<file path="src/rtl/core/iq_ratio_packet_framer_unit_defines.svh">
// assertion macros for the iq ratio packet framer
// used by the top level only, needs clk and rst_n in scope
`ifndef IQ_RATIO_PACKET_FRAMER_UNIT_DEFINES_SVH
`define IQ_RATIO_PACKET_FRAMER_UNIT_DEFINES_SVH

// consequent holds in the same cycle
`define IQRPF_ASSERT_NOW(lbl, ante, cons) \
    lbl: assert property (@(posedge clk) disable iff (!rst_n) (ante) |-> (cons)) \
        else $error("iqrpf check failed");

// consequent holds in the cycle after the antecedent
`define IQRPF_ASSERT_NEXT(lbl, ante, cons) \
    lbl: assert property (@(posedge clk) disable iff (!rst_n) (ante) |=> (cons)) \
        else $error("iqrpf check failed");

`endif

</file>
<file path="src/rtl/core/iqrpf_pkg.sv">
// shared types, constants and single precision helpers for the framer
// no dependencies
`default_nettype none

package iqrpf_pkg;

    localparam int QUEUE_DEPTH_DEF = 2;
    localparam int FRAME_LEN       = 14;
    localparam int IDX_W           = 4;
    localparam int ADDR_W          = 3;

    localparam logic [7:0]  SYNC0     = 8'h7F;
    localparam logic [7:0]  SYNC1     = 8'hFF;
    localparam logic [31:0] QNAN_BITS = 32'h7FC00000;
    localparam logic [IDX_W-1:0] LAST_IDX = IDX_W'(FRAME_LEN - 1);

    localparam logic MODE_RAW   = 1'b0;
    localparam logic MODE_RATIO = 1'b1;
    localparam logic REG_SLOT_OUTPUT_MODE = 1'b0;

    typedef struct packed {
        logic [15:0] cnt;
        logic [31:0] ai;
        logic [31:0] aq;
        logic [31:0] bi;
        logic [31:0] bq;
        logic [15:0] ecg;
        logic        mode;
    } item_t;

    typedef struct packed {
        logic not_empty;
        logic full;
    } front_stat_t;

    typedef struct packed {
        logic            pop;
        logic            load;
        logic [IDX_W-1:0] idx;
    } back_stat_t;

    // int32 to single, round to nearest even
    function automatic logic [31:0] fp_from_int(input logic [31:0] u);
        logic        s;
        logic [31:0] mag;
        logic [31:0] norm;
        logic [4:0]  pos;
        logic        rnd;
        s   = u[31];
        mag = s ? (~u + 32'd1) : u;
        pos = 5'd0;
        for (int i = 0; i < 32; i++)
        begin
            if (mag[i])
            begin
                pos = 5'(i);
            end
        end
        norm = mag << (5'd31 - pos);
        rnd  = norm[7] & ((|norm[6:0]) | norm[8]);
        if (mag == 32'd0)
        begin
            return 32'd0;
        end
        return {s, 8'(8'd127 + {3'd0, pos}), norm[30:8]} + {31'd0, rnd};
    endfunction

    // single multiply, normal or zero operands, no overflow
    function automatic logic [31:0] fp_mul(input logic [31:0] a, input logic [31:0] b);
        logic        s;
        logic [47:0] p;
        logic [9:0]  e;
        logic [23:0] m;
        logic        g;
        logic        st;
        s = a[31] ^ b[31];
        p = {1'b1, a[22:0]} * {1'b1, b[22:0]};
        e = {2'd0, a[30:23]} + {2'd0, b[30:23]} - 10'd127 + {9'd0, p[47]};
        if (p[47])
        begin
            m  = p[47:24];
            g  = p[23];
            st = |p[22:0];
        end
        else
        begin
            m  = p[46:23];
            g  = p[22];
            st = |p[21:0];
        end
        if (a[30:23] == 8'd0 || b[30:23] == 8'd0)
        begin
            return {s, 31'd0};
        end
        return {s, e[7:0], m[22:0]} + {31'd0, g & (st | m[0])};
    endfunction

    // single add, normal or zero operands
    function automatic logic [31:0] fp_add(input logic [31:0] x, input logic [31:0] y);
        logic [31:0] a;
        logic [31:0] b;
        logic [7:0]  d;
        logic [26:0] ma;
        logic [26:0] mb;
        logic [26:0] sh;
        logic [27:0] s;
        logic [26:0] n;
        logic [4:0]  pos;
        logic [7:0]  e;
        logic        rnd;
        if (x[30:0] >= y[30:0])
        begin
            a = x;
            b = y;
        end
        else
        begin
            a = y;
            b = x;
        end
        d  = a[30:23] - b[30:23];
        ma = {1'b1, a[22:0], 3'b000};
        mb = {1'b1, b[22:0], 3'b000};
        if (d >= 8'd27)
        begin
            sh = 27'd1;
        end
        else
        begin
            sh = (mb >> d) | {26'd0, |(mb & ((27'd1 << d) - 27'd1))};
        end
        if (a[31] == b[31])
        begin
            s = {1'b0, ma} + {1'b0, sh};
        end
        else
        begin
            s = {1'b0, ma} - {1'b0, sh};
        end
        pos = 5'd0;
        for (int i = 0; i < 27; i++)
        begin
            if (s[i])
            begin
                pos = 5'(i);
            end
        end
        if (s[27])
        begin
            n = {s[27:2], s[1] | s[0]};
            e = a[30:23] + 8'd1;
        end
        else
        begin
            n = s[26:0] << (5'd26 - pos);
            e = a[30:23] - 8'(5'd26 - pos);
        end
        rnd = n[2] & ((|n[1:0]) | n[3]);
        if (x[30:0] == 31'd0 && y[30:0] == 31'd0)
        begin
            return {x[31] & y[31], 31'd0};
        end
        if (x[30:0] == 31'd0)
        begin
            return y;
        end
        if (y[30:0] == 31'd0)
        begin
            return x;
        end
        if (s == 28'd0)
        begin
            return 32'd0;
        end
        return {a[31], e, n[25:3]} + {31'd0, rnd};
    endfunction

endpackage

`default_nettype wire

</file>
<file path="src/rtl/core/iqrpf_front.sv">
// front end: accepts beats, tags them with the mode and queues them
// depends on iqrpf_pkg
`default_nettype none

module iqrpf_front
    import iqrpf_pkg::*;
#(
    parameter int QUEUE_DEPTH = QUEUE_DEPTH_DEF
)
(
    input  wire logic        clk,
    input  wire logic        rst_n,
    input  wire logic        in_valid,
    output logic             in_stall,
    input  wire logic [15:0] packet_count,
    input  wire logic [31:0] a_in_phase,
    input  wire logic [31:0] a_quadrature,
    input  wire logic [31:0] b_in_phase,
    input  wire logic [31:0] b_quadrature,
    input  wire logic [31:0] ecg_sample,
    input  wire logic        mode,
    input  wire logic        pop,
    output item_t            head,
    output front_stat_t      stat
);

    localparam int PTR_W = (QUEUE_DEPTH > 1) ? $clog2(QUEUE_DEPTH) : 1;
    localparam int CNT_W = $clog2(QUEUE_DEPTH + 1);
    localparam logic [PTR_W-1:0] PTR_LAST = PTR_W'(QUEUE_DEPTH - 1);
    localparam logic [CNT_W-1:0] CNT_FULL = CNT_W'(QUEUE_DEPTH);

    item_t            slot_reg [QUEUE_DEPTH];
    logic [PTR_W-1:0] wr_ptr_reg;
    logic [PTR_W-1:0] rd_ptr_reg;
    logic [CNT_W-1:0] count_reg;
    logic             push;
    logic             do_pop;

    assign in_stall       = (count_reg == CNT_FULL);
    assign push           = in_valid && !in_stall;
    assign do_pop         = pop && (count_reg != '0);
    assign head           = slot_reg[rd_ptr_reg];
    assign stat.not_empty = (count_reg != '0);
    assign stat.full      = in_stall;

    always_ff @(posedge clk)
    begin
        if (push)
        begin
            slot_reg[wr_ptr_reg] <= '{cnt: packet_count, ai: a_in_phase, aq: a_quadrature,
                                      bi: b_in_phase, bq: b_quadrature,
                                      ecg: ecg_sample[15:0], mode: mode};
        end
    end

    always_ff @(posedge clk or negedge rst_n)
    begin
        if (!rst_n)
        begin
            wr_ptr_reg <= '0;
            rd_ptr_reg <= '0;
            count_reg  <= '0;
        end
        else
        begin
            if (push)
            begin
                wr_ptr_reg <= (wr_ptr_reg == PTR_LAST) ? '0 : wr_ptr_reg + PTR_W'(1);
            end
            if (do_pop)
            begin
                rd_ptr_reg <= (rd_ptr_reg == PTR_LAST) ? '0 : rd_ptr_reg + PTR_W'(1);
            end
            if (push && !do_pop)
            begin
                count_reg <= count_reg + CNT_W'(1);
            end
            else if (do_pop && !push)
            begin
                count_reg <= count_reg - CNT_W'(1);
            end
        end
    end

endmodule

`default_nettype wire

</file>
<file path="src/rtl/core/iqrpf_fdiv.sv">
// iterative single precision divider, one quotient bit per cycle
// depends on iqrpf_pkg; operands normal, divisor nonzero
`default_nettype none

module iqrpf_fdiv
    import iqrpf_pkg::*;
(
    input  wire logic        clk,
    input  wire logic        rst_n,
    input  wire logic        start,
    input  wire logic [31:0] num,
    input  wire logic [31:0] den,
    output logic             done,
    output logic [31:0]      quo
);

    logic        busy_reg;
    logic        done_reg;
    logic [4:0]  step_reg;
    logic        sign_reg;
    logic [7:0]  exp_reg;
    logic [25:0] rem_reg;
    logic [23:0] dvs_reg;
    logic [24:0] q_reg;
    logic [23:0] mn;
    logic [23:0] md;
    logic        ge;
    logic [25:0] diff;

    assign mn   = {1'b1, num[22:0]};
    assign md   = {1'b1, den[22:0]};
    assign ge   = (rem_reg >= {2'b00, dvs_reg});
    assign diff = rem_reg - {2'b00, dvs_reg};
    assign done = done_reg;
    assign quo  = {sign_reg, exp_reg, q_reg[23:1]}
                + {31'd0, q_reg[0] & ((rem_reg != '0) | q_reg[1])};

    always_ff @(posedge clk)
    begin
        if (start)
        begin
            sign_reg <= num[31] ^ den[31];
            dvs_reg  <= md;
            q_reg    <= '0;
            if (mn < md)
            begin
                rem_reg <= {1'b0, mn, 1'b0};
                exp_reg <= 8'({1'b0, num[30:23]} + 9'd126 - {1'b0, den[30:23]});
            end
            else
            begin
                rem_reg <= {2'b00, mn};
                exp_reg <= 8'({1'b0, num[30:23]} + 9'd127 - {1'b0, den[30:23]});
            end
        end
        else if (busy_reg)
        begin
            q_reg <= {q_reg[23:0], ge};
            if (step_reg != 5'd24)
            begin
                rem_reg <= (ge ? diff : rem_reg) << 1;
            end
            else
            begin
                rem_reg <= ge ? diff : rem_reg;
            end
        end
    end

    always_ff @(posedge clk or negedge rst_n)
    begin
        if (!rst_n)
        begin
            busy_reg <= 1'b0;
            done_reg <= 1'b0;
            step_reg <= '0;
        end
        else
        begin
            done_reg <= 1'b0;
            if (start)
            begin
                busy_reg <= 1'b1;
                step_reg <= '0;
            end
            else if (busy_reg)
            begin
                step_reg <= step_reg + 5'd1;
                if (step_reg == 5'd24)
                begin
                    busy_reg <= 1'b0;
                    done_reg <= 1'b1;
                end
            end
        end
    end

endmodule

`default_nettype wire

</file>
<file path="src/rtl/core/iqrpf_back.sv">
// back end: ratio arithmetic sequencer and frame serializer
// depends on iqrpf_pkg and iqrpf_fdiv
`default_nettype none

module iqrpf_back
    import iqrpf_pkg::*;
(
    input  wire logic        clk,
    input  wire logic        rst_n,
    input  wire item_t       head,
    input  wire front_stat_t fstat,
    output logic             pop,
    output logic             out_valid,
    input  wire logic        out_stall,
    output logic [7:0]       frame_byte,
    output logic             last_byte,
    output back_stat_t       stat
);

    typedef enum logic [4:0] {
        B_IDLE  = 5'b00001,
        B_ARITH = 5'b00010,
        B_DIVRE = 5'b00100,
        B_DIVIM = 5'b01000,
        B_SEND  = 5'b10000
    } bstate_t;

    bstate_t          state_reg;
    item_t            item_reg;
    logic [31:0]      fai_reg, faq_reg, fbi_reg, fbq_reg;
    logic [31:0]      d1_reg, d2_reg, den_reg, p1_reg, p2_reg, nre_reg, nim_reg;
    logic [31:0]      re_reg, im_reg;
    logic [3:0]       k_reg;
    logic [IDX_W-1:0] idx_reg;
    logic             div_go_reg;
    logic             out_valid_reg;
    logic [7:0]       frame_byte_reg;
    logic             last_reg;
    logic             load;
    logic             div_done;
    logic [31:0]      div_q;
    logic [31:0]      div_num;
    logic [31:0]      mul_a, mul_b, mul_y;
    logic [31:0]      add_a, add_b, add_y;
    logic [31:0]      div_fix;
    logic [7:0]       byte_sel;

    assign pop        = (state_reg == B_IDLE) && fstat.not_empty;
    assign load       = (state_reg == B_SEND) && (!out_valid_reg || !out_stall);
    assign out_valid  = out_valid_reg;
    assign frame_byte = frame_byte_reg;
    assign last_byte  = last_reg;
    assign stat.pop   = pop;
    assign stat.load  = load;
    assign stat.idx   = idx_reg;
    assign div_num    = (state_reg == B_DIVIM) ? nim_reg : nre_reg;

    iqrpf_fdiv u_fdiv (
        .clk   (clk),
        .rst_n (rst_n),
        .start (div_go_reg),
        .num   (div_num),
        .den   (den_reg),
        .done  (div_done),
        .quo   (div_q)
    );

    always_comb
    begin
        mul_a = fbi_reg;
        mul_b = fbi_reg;
        add_a = d1_reg;
        add_b = d2_reg;
        case (k_reg)
            4'd1:
            begin
                mul_a = fbq_reg;
                mul_b = fbq_reg;
            end
            4'd2:
            begin
                mul_a = fai_reg;
                mul_b = fbi_reg;
            end
            4'd3:
            begin
                mul_a = faq_reg;
                mul_b = fbq_reg;
            end
            4'd5:
            begin
                add_a = p1_reg;
                add_b = p2_reg;
            end
            4'd6:
            begin
                mul_a = {~fai_reg[31], fai_reg[30:0]};
                mul_b = fbq_reg;
            end
            4'd7:
            begin
                mul_a = faq_reg;
                mul_b = fbi_reg;
            end
            4'd8:
            begin
                add_a = p1_reg;
                add_b = p2_reg;
            end
            default:
            begin
                mul_a = fbi_reg;
                mul_b = fbi_reg;
            end
        endcase
        mul_y = fp_mul(mul_a, mul_b);
        add_y = fp_add(add_a, add_b);
    end

    always_comb
    begin
        if (den_reg[30:23] == 8'd0)
        begin
            div_fix = QNAN_BITS;
        end
        else if (div_num[30:0] == 31'd0)
        begin
            div_fix = {div_num[31], 31'd0};
        end
        else
        begin
            div_fix = div_q;
        end
    end

    always_comb
    begin
        case (idx_reg)
            4'd0:  byte_sel = SYNC0;
            4'd1:  byte_sel = SYNC1;
            4'd2:  byte_sel = item_reg.cnt[7:0];
            4'd3:  byte_sel = item_reg.cnt[15:8];
            4'd4:  byte_sel = (item_reg.mode == MODE_RATIO) ? re_reg[7:0]   : item_reg.ai[23:16];
            4'd5:  byte_sel = (item_reg.mode == MODE_RATIO) ? re_reg[15:8]  : item_reg.ai[31:24];
            4'd6:  byte_sel = (item_reg.mode == MODE_RATIO) ? re_reg[23:16] : item_reg.aq[23:16];
            4'd7:  byte_sel = (item_reg.mode == MODE_RATIO) ? re_reg[31:24] : item_reg.aq[31:24];
            4'd8:  byte_sel = (item_reg.mode == MODE_RATIO) ? im_reg[7:0]   : item_reg.bi[23:16];
            4'd9:  byte_sel = (item_reg.mode == MODE_RATIO) ? im_reg[15:8]  : item_reg.bi[31:24];
            4'd10: byte_sel = (item_reg.mode == MODE_RATIO) ? im_reg[23:16] : item_reg.bq[23:16];
            4'd11: byte_sel = (item_reg.mode == MODE_RATIO) ? im_reg[31:24] : item_reg.bq[31:24];
            4'd12: byte_sel = item_reg.ecg[7:0];
            4'd13: byte_sel = item_reg.ecg[15:8];
            default: byte_sel = SYNC0;
        endcase
    end

    always_ff @(posedge clk)
    begin
        if (pop)
        begin
            item_reg <= head;
            fai_reg  <= fp_from_int(head.ai);
            faq_reg  <= fp_from_int(head.aq);
            fbi_reg  <= fp_from_int(head.bi);
            fbq_reg  <= fp_from_int(head.bq);
        end
        if (state_reg == B_ARITH)
        begin
            case (k_reg)
                4'd0:    d1_reg  <= mul_y;
                4'd1:    d2_reg  <= mul_y;
                4'd2:    p1_reg  <= mul_y;
                4'd3:    p2_reg  <= mul_y;
                4'd4:    den_reg <= add_y;
                4'd5:    nre_reg <= add_y;
                4'd6:    p1_reg  <= mul_y;
                4'd7:    p2_reg  <= mul_y;
                4'd8:    nim_reg <= add_y;
                default: d1_reg  <= d1_reg;
            endcase
        end
        if (state_reg == B_DIVRE && div_done)
        begin
            re_reg <= div_fix;
        end
        if (state_reg == B_DIVIM && div_done)
        begin
            im_reg <= div_fix;
        end
        if (load)
        begin
            frame_byte_reg <= byte_sel;
        end
    end

    always_ff @(posedge clk or negedge rst_n)
    begin
        if (!rst_n)
        begin
            state_reg     <= B_IDLE;
            k_reg         <= '0;
            idx_reg       <= '0;
            div_go_reg    <= 1'b0;
            out_valid_reg <= 1'b0;
            last_reg      <= 1'b0;
        end
        else
        begin
            div_go_reg <= 1'b0;
            if (load)
            begin
                out_valid_reg <= 1'b1;
                last_reg      <= (idx_reg == LAST_IDX);
            end
            else if (!out_stall)
            begin
                out_valid_reg <= 1'b0;
            end
            case (state_reg)
                B_IDLE:
                begin
                    if (pop)
                    begin
                        k_reg   <= '0;
                        idx_reg <= '0;
                        state_reg <= (head.mode == MODE_RATIO) ? B_ARITH : B_SEND;
                    end
                end
                B_ARITH:
                begin
                    k_reg <= k_reg + 4'd1;
                    if (k_reg == 4'd8)
                    begin
                        div_go_reg <= 1'b1;
                        state_reg  <= B_DIVRE;
                    end
                end
                B_DIVRE:
                begin
                    if (div_done)
                    begin
                        div_go_reg <= 1'b1;
                        state_reg  <= B_DIVIM;
                    end
                end
                B_DIVIM:
                begin
                    if (div_done)
                    begin
                        state_reg <= B_SEND;
                    end
                end
                B_SEND:
                begin
                    if (load)
                    begin
                        idx_reg <= idx_reg + IDX_W'(1);
                        if (idx_reg == LAST_IDX)
                        begin
                            state_reg <= B_IDLE;
                        end
                    end
                end
                default:
                begin
                    state_reg <= B_IDLE;
                end
            endcase
        end
    end

endmodule

`default_nettype wire

</file>
<file path="src/rtl/core/iq_ratio_packet_framer_unit.sv">
// top level of the iq ratio packet framer: config register, front queue, back end
// depends on iqrpf_pkg, iqrpf_front, iqrpf_back and the defines header
//
// usage
//   input channel: in_valid/in_stall with the packet count, four signed i/q
//   accumulators and the ecg accumulator; a beat is taken when in_valid is
//   high and in_stall low. a small queue takes new beats while a frame is sent
//   output channel: out_valid/out_stall, one frame byte per beat, fourteen
//   beats per packet, last_byte on the fourteenth
//   raw mode: the back end sends the bytes of each beat, one byte per cycle
//   while out_stall is low. ratio mode: float multiplies and adds, then two
//   divides on the shared iterative divider, then 14 bytes
//   output_mode lives at byte address 0 of the apb port, write it while idle
//   reset empties the queue, drops any frame in flight and sets raw mode
//   a stalled output byte holds; the back end waits and the queue fills,
//   after which in_stall rises
`default_nettype none

`include "iq_ratio_packet_framer_unit_defines.svh"

module iq_ratio_packet_framer_unit
    import iqrpf_pkg::*;
#(
    parameter int QUEUE_DEPTH = QUEUE_DEPTH_DEF
)
(
    input  wire logic               clk,
    input  wire logic               rst_n,
    input  wire logic               in_valid,
    output logic                    in_stall,
    input  wire logic [15:0]        packet_count,
    input  wire logic signed [31:0] a_in_phase,
    input  wire logic signed [31:0] a_quadrature,
    input  wire logic signed [31:0] b_in_phase,
    input  wire logic signed [31:0] b_quadrature,
    input  wire logic [31:0]        ecg_sample,
    output logic                    out_valid,
    input  wire logic               out_stall,
    output logic [7:0]              frame_byte,
    output logic                    last_byte,
    input  wire logic               psel,
    input  wire logic               penable,
    input  wire logic               pwrite,
    input  wire logic [ADDR_W-1:0]  paddr,
    input  wire logic [31:0]        pwdata,
    output logic [31:0]             prdata,
    output logic                    pready
);

    logic        mode_reg;
    item_t       head;
    front_stat_t fstat;
    back_stat_t  bstat;
    logic        pop;

    assign pready = 1'b1;
    assign prdata = (paddr[2] == REG_SLOT_OUTPUT_MODE) ? {31'd0, mode_reg} : 32'd0;

    always_ff @(posedge clk or negedge rst_n)
    begin
        if (!rst_n)
        begin
            mode_reg <= MODE_RAW;
        end
        else if (psel && penable && pwrite && pready && paddr[2] == REG_SLOT_OUTPUT_MODE)
        begin
            mode_reg <= pwdata[0];
        end
    end

    iqrpf_front #(
        .QUEUE_DEPTH (QUEUE_DEPTH)
    ) u_front (
        .clk          (clk),
        .rst_n        (rst_n),
        .in_valid     (in_valid),
        .in_stall     (in_stall),
        .packet_count (packet_count),
        .a_in_phase   (a_in_phase),
        .a_quadrature (a_quadrature),
        .b_in_phase   (b_in_phase),
        .b_quadrature (b_quadrature),
        .ecg_sample   (ecg_sample),
        .mode         (mode_reg),
        .pop          (pop),
        .head         (head),
        .stat         (fstat)
    );

    iqrpf_back u_back (
        .clk        (clk),
        .rst_n      (rst_n),
        .head       (head),
        .fstat      (fstat),
        .pop        (pop),
        .out_valid  (out_valid),
        .out_stall  (out_stall),
        .frame_byte (frame_byte),
        .last_byte  (last_byte),
        .stat       (bstat)
    );

    `IQRPF_ASSERT_NOW(a_pop_nonempty, bstat.pop, fstat.not_empty)
    `IQRPF_ASSERT_NEXT(a_first_sync, bstat.load && bstat.idx == '0, frame_byte == SYNC0 && !last_byte)
    `IQRPF_ASSERT_NEXT(a_last_flag, bstat.load && bstat.idx == LAST_IDX, last_byte && out_valid)

endmodule

`default_nettype wire

</file>
<file path="config.mk">
export PLATFORM = sky130hd
export DESIGN_NAME = iq_ratio_packet_framer_unit
export DESIGN_NICKNAME = d
export VERILOG_FILES = /design/src/rtl/core/iqrpf_pkg.sv /design/src/rtl/core/iqrpf_front.sv /design/src/rtl/core/iqrpf_fdiv.sv /design/src/rtl/core/iqrpf_back.sv /design/src/rtl/core/iq_ratio_packet_framer_unit.sv
export VERILOG_INCLUDE_DIRS = /design/src /design/src/rtl/core
export SDC_FILE = /design/constraint.sdc
export NUM_CORES = 2
export LEC_CHECK = 0
export BUFFER_PORTS_ARGS = -buffer_cell sky130_fd_sc_hd__buf_2
export CORE_ASPECT_RATIO = 0.8
export CORE_MARGIN = 3
export CORE_UTILIZATION = 38
export CTS_CLUSTER_DIAMETER = 30
export DETAILED_ROUTE_END_ITERATION = 10
export PLACE_DENSITY = 0.6
export SLEW_MARGIN = 0
export SYNTH_ARGS = -nofsm -noshare
export SYNTH_HDL_FRONTEND = slang
export SYNTH_SLANG_ARGS = --single-unit
</file>
<file path="constraint.sdc">
create_clock -name clk -period 29.3 [get_ports clk]
set_input_delay 1.465 -clock clk [delete_from_list [all_inputs] [get_ports clk]]
set_output_delay 1.465 -clock clk [all_outputs]
set_load 0.01 [all_outputs]
</file>
==> out/summary.md <==
The tools report the count of endpoints failing hold in the final timing report as 0. In this run the clock root is driven by a clkbuf_16. The startpoint class of the critical path is a flop. The multi-input combinational cells in the finished layout cover a total of 51800 um^2. The per-instance average area after synthesis was 9.36 um^2.

262 I/O pins were placed. The core region is 221000 um^2. The wire length per cell came out at 23.3 um. For the all-layer global routing usage, the log shows 0.241. The largest incremental delay on the critical path works out to 0.97 ns. The maximum root-to-sink buffer count was 4; the number of max-slew violations in the final report was 0. The starting utilization of the core area is 0.384. Number of buffers and inverters on the critical path: 9. The clock tree synthesis step divided the H-tree into 4 levels.

The worst hold path belongs to the class reg2reg. The run gives 85100 um^2 as the post-synth design cell area. The routed layout has 70988 vias. Grouping stages by cell kind, the critical path spends the most delay in compound AO/OA/AOI/OAI gates. The peak clock frequency supported by timing was 51.1 MHz; the synthesized instance count was 9093. In this run the number of cells on the critical path is 65. The worst hold path stage count is 0. The library cell used most frequently in the layout, excluding fill and tap cells, is nand2_1. For this block, the routed nets add up to 284000 um of wire. The worst register-to-register path has a depth of 65. Entering global routing, the biggest net connects 108 pins.

At the end of the flow, the number of nets in the layout was 10188. TritonCTS built the clock tree. The clock period minus final worst setup slack came out at 19.59 ns.

Yosys mapped a number of flops with a built-in enable equal to 901. Setup repair after global routing left no endpoint under its margin. Across the run, the number of max-cap violations was 0. During placement, the flow inserted port buffers numbering 180. The clock-pin transition on the worst setup and hold timing paths works out to 0.05 ns. In this run the worst path has a maximum fanout of 48.

The register with the most flip-flops in the layout has 322 of them. The count of state elements after synthesis works out to 953. The setup path with the least slack is of type reg2reg. Relative max-transition margin: 0.166.

Setup violations remaining at the end of the flow were counted as 0. The tools report the post-route clock skew as 0.0927 ns. In this run the vertical extent of the chip is 429 um. Number of buffers inserted by post-CTS setup repair: 0. The width of the die is 535 um. At the pin with the least slew margin, the transition time is 1.24 ns.

For the final setup slack of the worst path, the log shows 9.71 ns. The tools report the sequential element share of the synthesized area as 0.332. The post-route fraction of the period consumed by the critical path was 0.668. The number of buffers added to fix hold violations after cts was 0. The initial antenna violation count was 16.

The sequential cell area was 28200 um^2. The tools report the number of global-route vias before repair as 68979. For the worst-skew pair, the clock arrives at the later sink with an insertion delay of 0.81 ns. For the count of clock tree sinks, the log shows 953.

The data arrival at the endpoint of the critical path came out at 19.97 ns. The estimated wirelength of the detail-placed design was 218000 um. The pre-antenna-repair detailed-routing pass consisted of 9 iterations.

Cell type of the slowest stage on the worst timing path: mux2i_1. After global routing the overflow that remains totals 0. The run gives 0 as the number of nets still failing antenna checks after routing. For the worst setup path, the data required time is 29.69 ns. Synthesis instantiated 126 different standard cells from the library. The library cells used most frequently in the layout, excluding fill and tap cells, are nand2_1 (965), edfxtp_1 (901), inv_1 (865), nor2_1 (798), fa_1 (488). The total of cells resized after clock tree synthesis is 0. Number of violations reported at the end of detailed-routing iteration 0: 7242. The run finished with clean final reports.

The fraction of synthesized cell area taken by the top area cell type works out to 0.318. Ranked by total cell area, the synthesized netlist is headed by edfxtp_1 (32%), fa_1 (11%), ha_1 (5.5%). Row generation in the floorplan step produced 154 rows. The global-route wire length before repair was 432000 um; the number of vias per cell was 5.82.

Buffers inserted during clock tree synthesis total 158. The run gives 0 as the remaining design rule violation count. For this run, the leading register cell type out of synthesis is edfxtp_1. The fraction of layout instances using a drive strength above 1 is 0.106, and the sum of negative setup slack is 0 ns. The run gives 230000 um^2 as the area enclosed by the die boundary. The async set-or-reset flop fraction in the synthesized netlist came out at 0.0294. The critical path capture point type is a flop. At the placement stage, the worst setup path has a slack of 10.18 ns. The signed area change from the synthesized netlist to the final layout came out at 11.0%.

Yosys printed 0 warnings. Fill cells in the final layout number 21293. The cell type contributing the most total cell area after synthesis was edfxtp_1. The tools report the routability congestion estimate from global placement as 0.943.
==> worst register-to-register path, delay by kind of cell, from the launching register on <==
kind | cells | cell delay [ns]
flip-flops | 1 | 0.42
XOR/XNOR | 1 | 0.13
buffers and inverters | 9 | 2.40
AND/OR/NAND/NOR | 18 | 5.00
AO/OA/AOI/OAI | 27 | 7.89
adder cells (fa/ha/maj) | 6 | 1.50
multiplexers | 4 | 1.89
==> cell families (layout without fill, tap and decap cells) <==
group | Yosys count | after routing | synth area share
compound gates | 1949 | 1949 | 0.151
xor+xnor | 403 | 403 | 0.0417
other cells | 2 | 35 | 0.0000882
flops | 953 | 953 | 0.332
simple gates | 2866 | 2866 | 0.157
mux | 669 | 669 | 0.0844
fa+ha+maj | 860 | 860 | 0.169
buf+inv | 1391 | 1494 | 0.0640
==> through the flow <==
stage	cells	cell area, um^2	hold slack [ns]	util
floorplan	9123	85200	0.426	-
global placement	11915	89200	0.433	0.403
detailed placement	11915	89200	0.432	0.403
CTS	12190	94500	0.442	0.427
global route	12191	94500	0.463	0.427
finish	12193	94500	0.440	0.427
==> synthesized netlist by cell type (all sizes together) (54+ instances only) <==
master / count
a211oi: 76
a21o: 83
a21oi: 467
a22oi: 54
a31oi: 61
and2: 87
and3: 60
buf: 144
clkbuf: 363
edfxtp: 901
fa: 488
ha: 371
inv: 873
mux2: 200
mux2i: 450
nand2: 967
nand2b: 77
nand3: 199
nand4: 84
nor2: 805
nor2b: 70
nor3: 198
nor4: 65
o211ai: 90
o21a: 57
o21ai: 481
o22ai: 63
xnor2: 278
xor2: 124
==> worst paths after layout <==
path | slack, ns | from | to
worst min-delay path | 0.44 | u_back.den_reg[17] | u_back.u_fdiv.dvs_reg[17]
min in group asynchronous | 0.74 | rst_n | mode_reg
worst max register to register | 9.71 | u_back.k_reg[1] | u_back.den_reg[20]
worst min register to register | 0.44 | u_back.den_reg[17] | u_back.u_fdiv.dvs_reg[17]
max in group asynchronous | 27.90 | rst_n | u_back.k_reg[2]
worst max-delay path | 9.71 | u_back.k_reg[1] | u_back.den_reg[20]
==> area by class of cell <==
class,instances,area share
diodes,3,0.0000794
clock buffers,167,0.0426
clock inverters,108,0.0136
inverters,884,0.0352
multi-input cells,6779,0.548
flip-flops and latches,953,0.299
well taps,2964,0.0392
repair buffers,335,0.0220
==> metal layers <==
metal | up-vias | global-route usage | share of wire
met5 | - | 0.00272 | 0.00032
met1 | 35157 | 0.363 | 0.46
met2 | 3099 | 0.353 | 0.42
met3 | 377 | 0.0542 | 0.093
met4 | 6 | 0.0473 | 0.019
li1 | 32349 | - | -
Power is left out: the tool's default activity adds up to more than one toggle a clock period on the data nets, which glitch-free logic cannot reach.
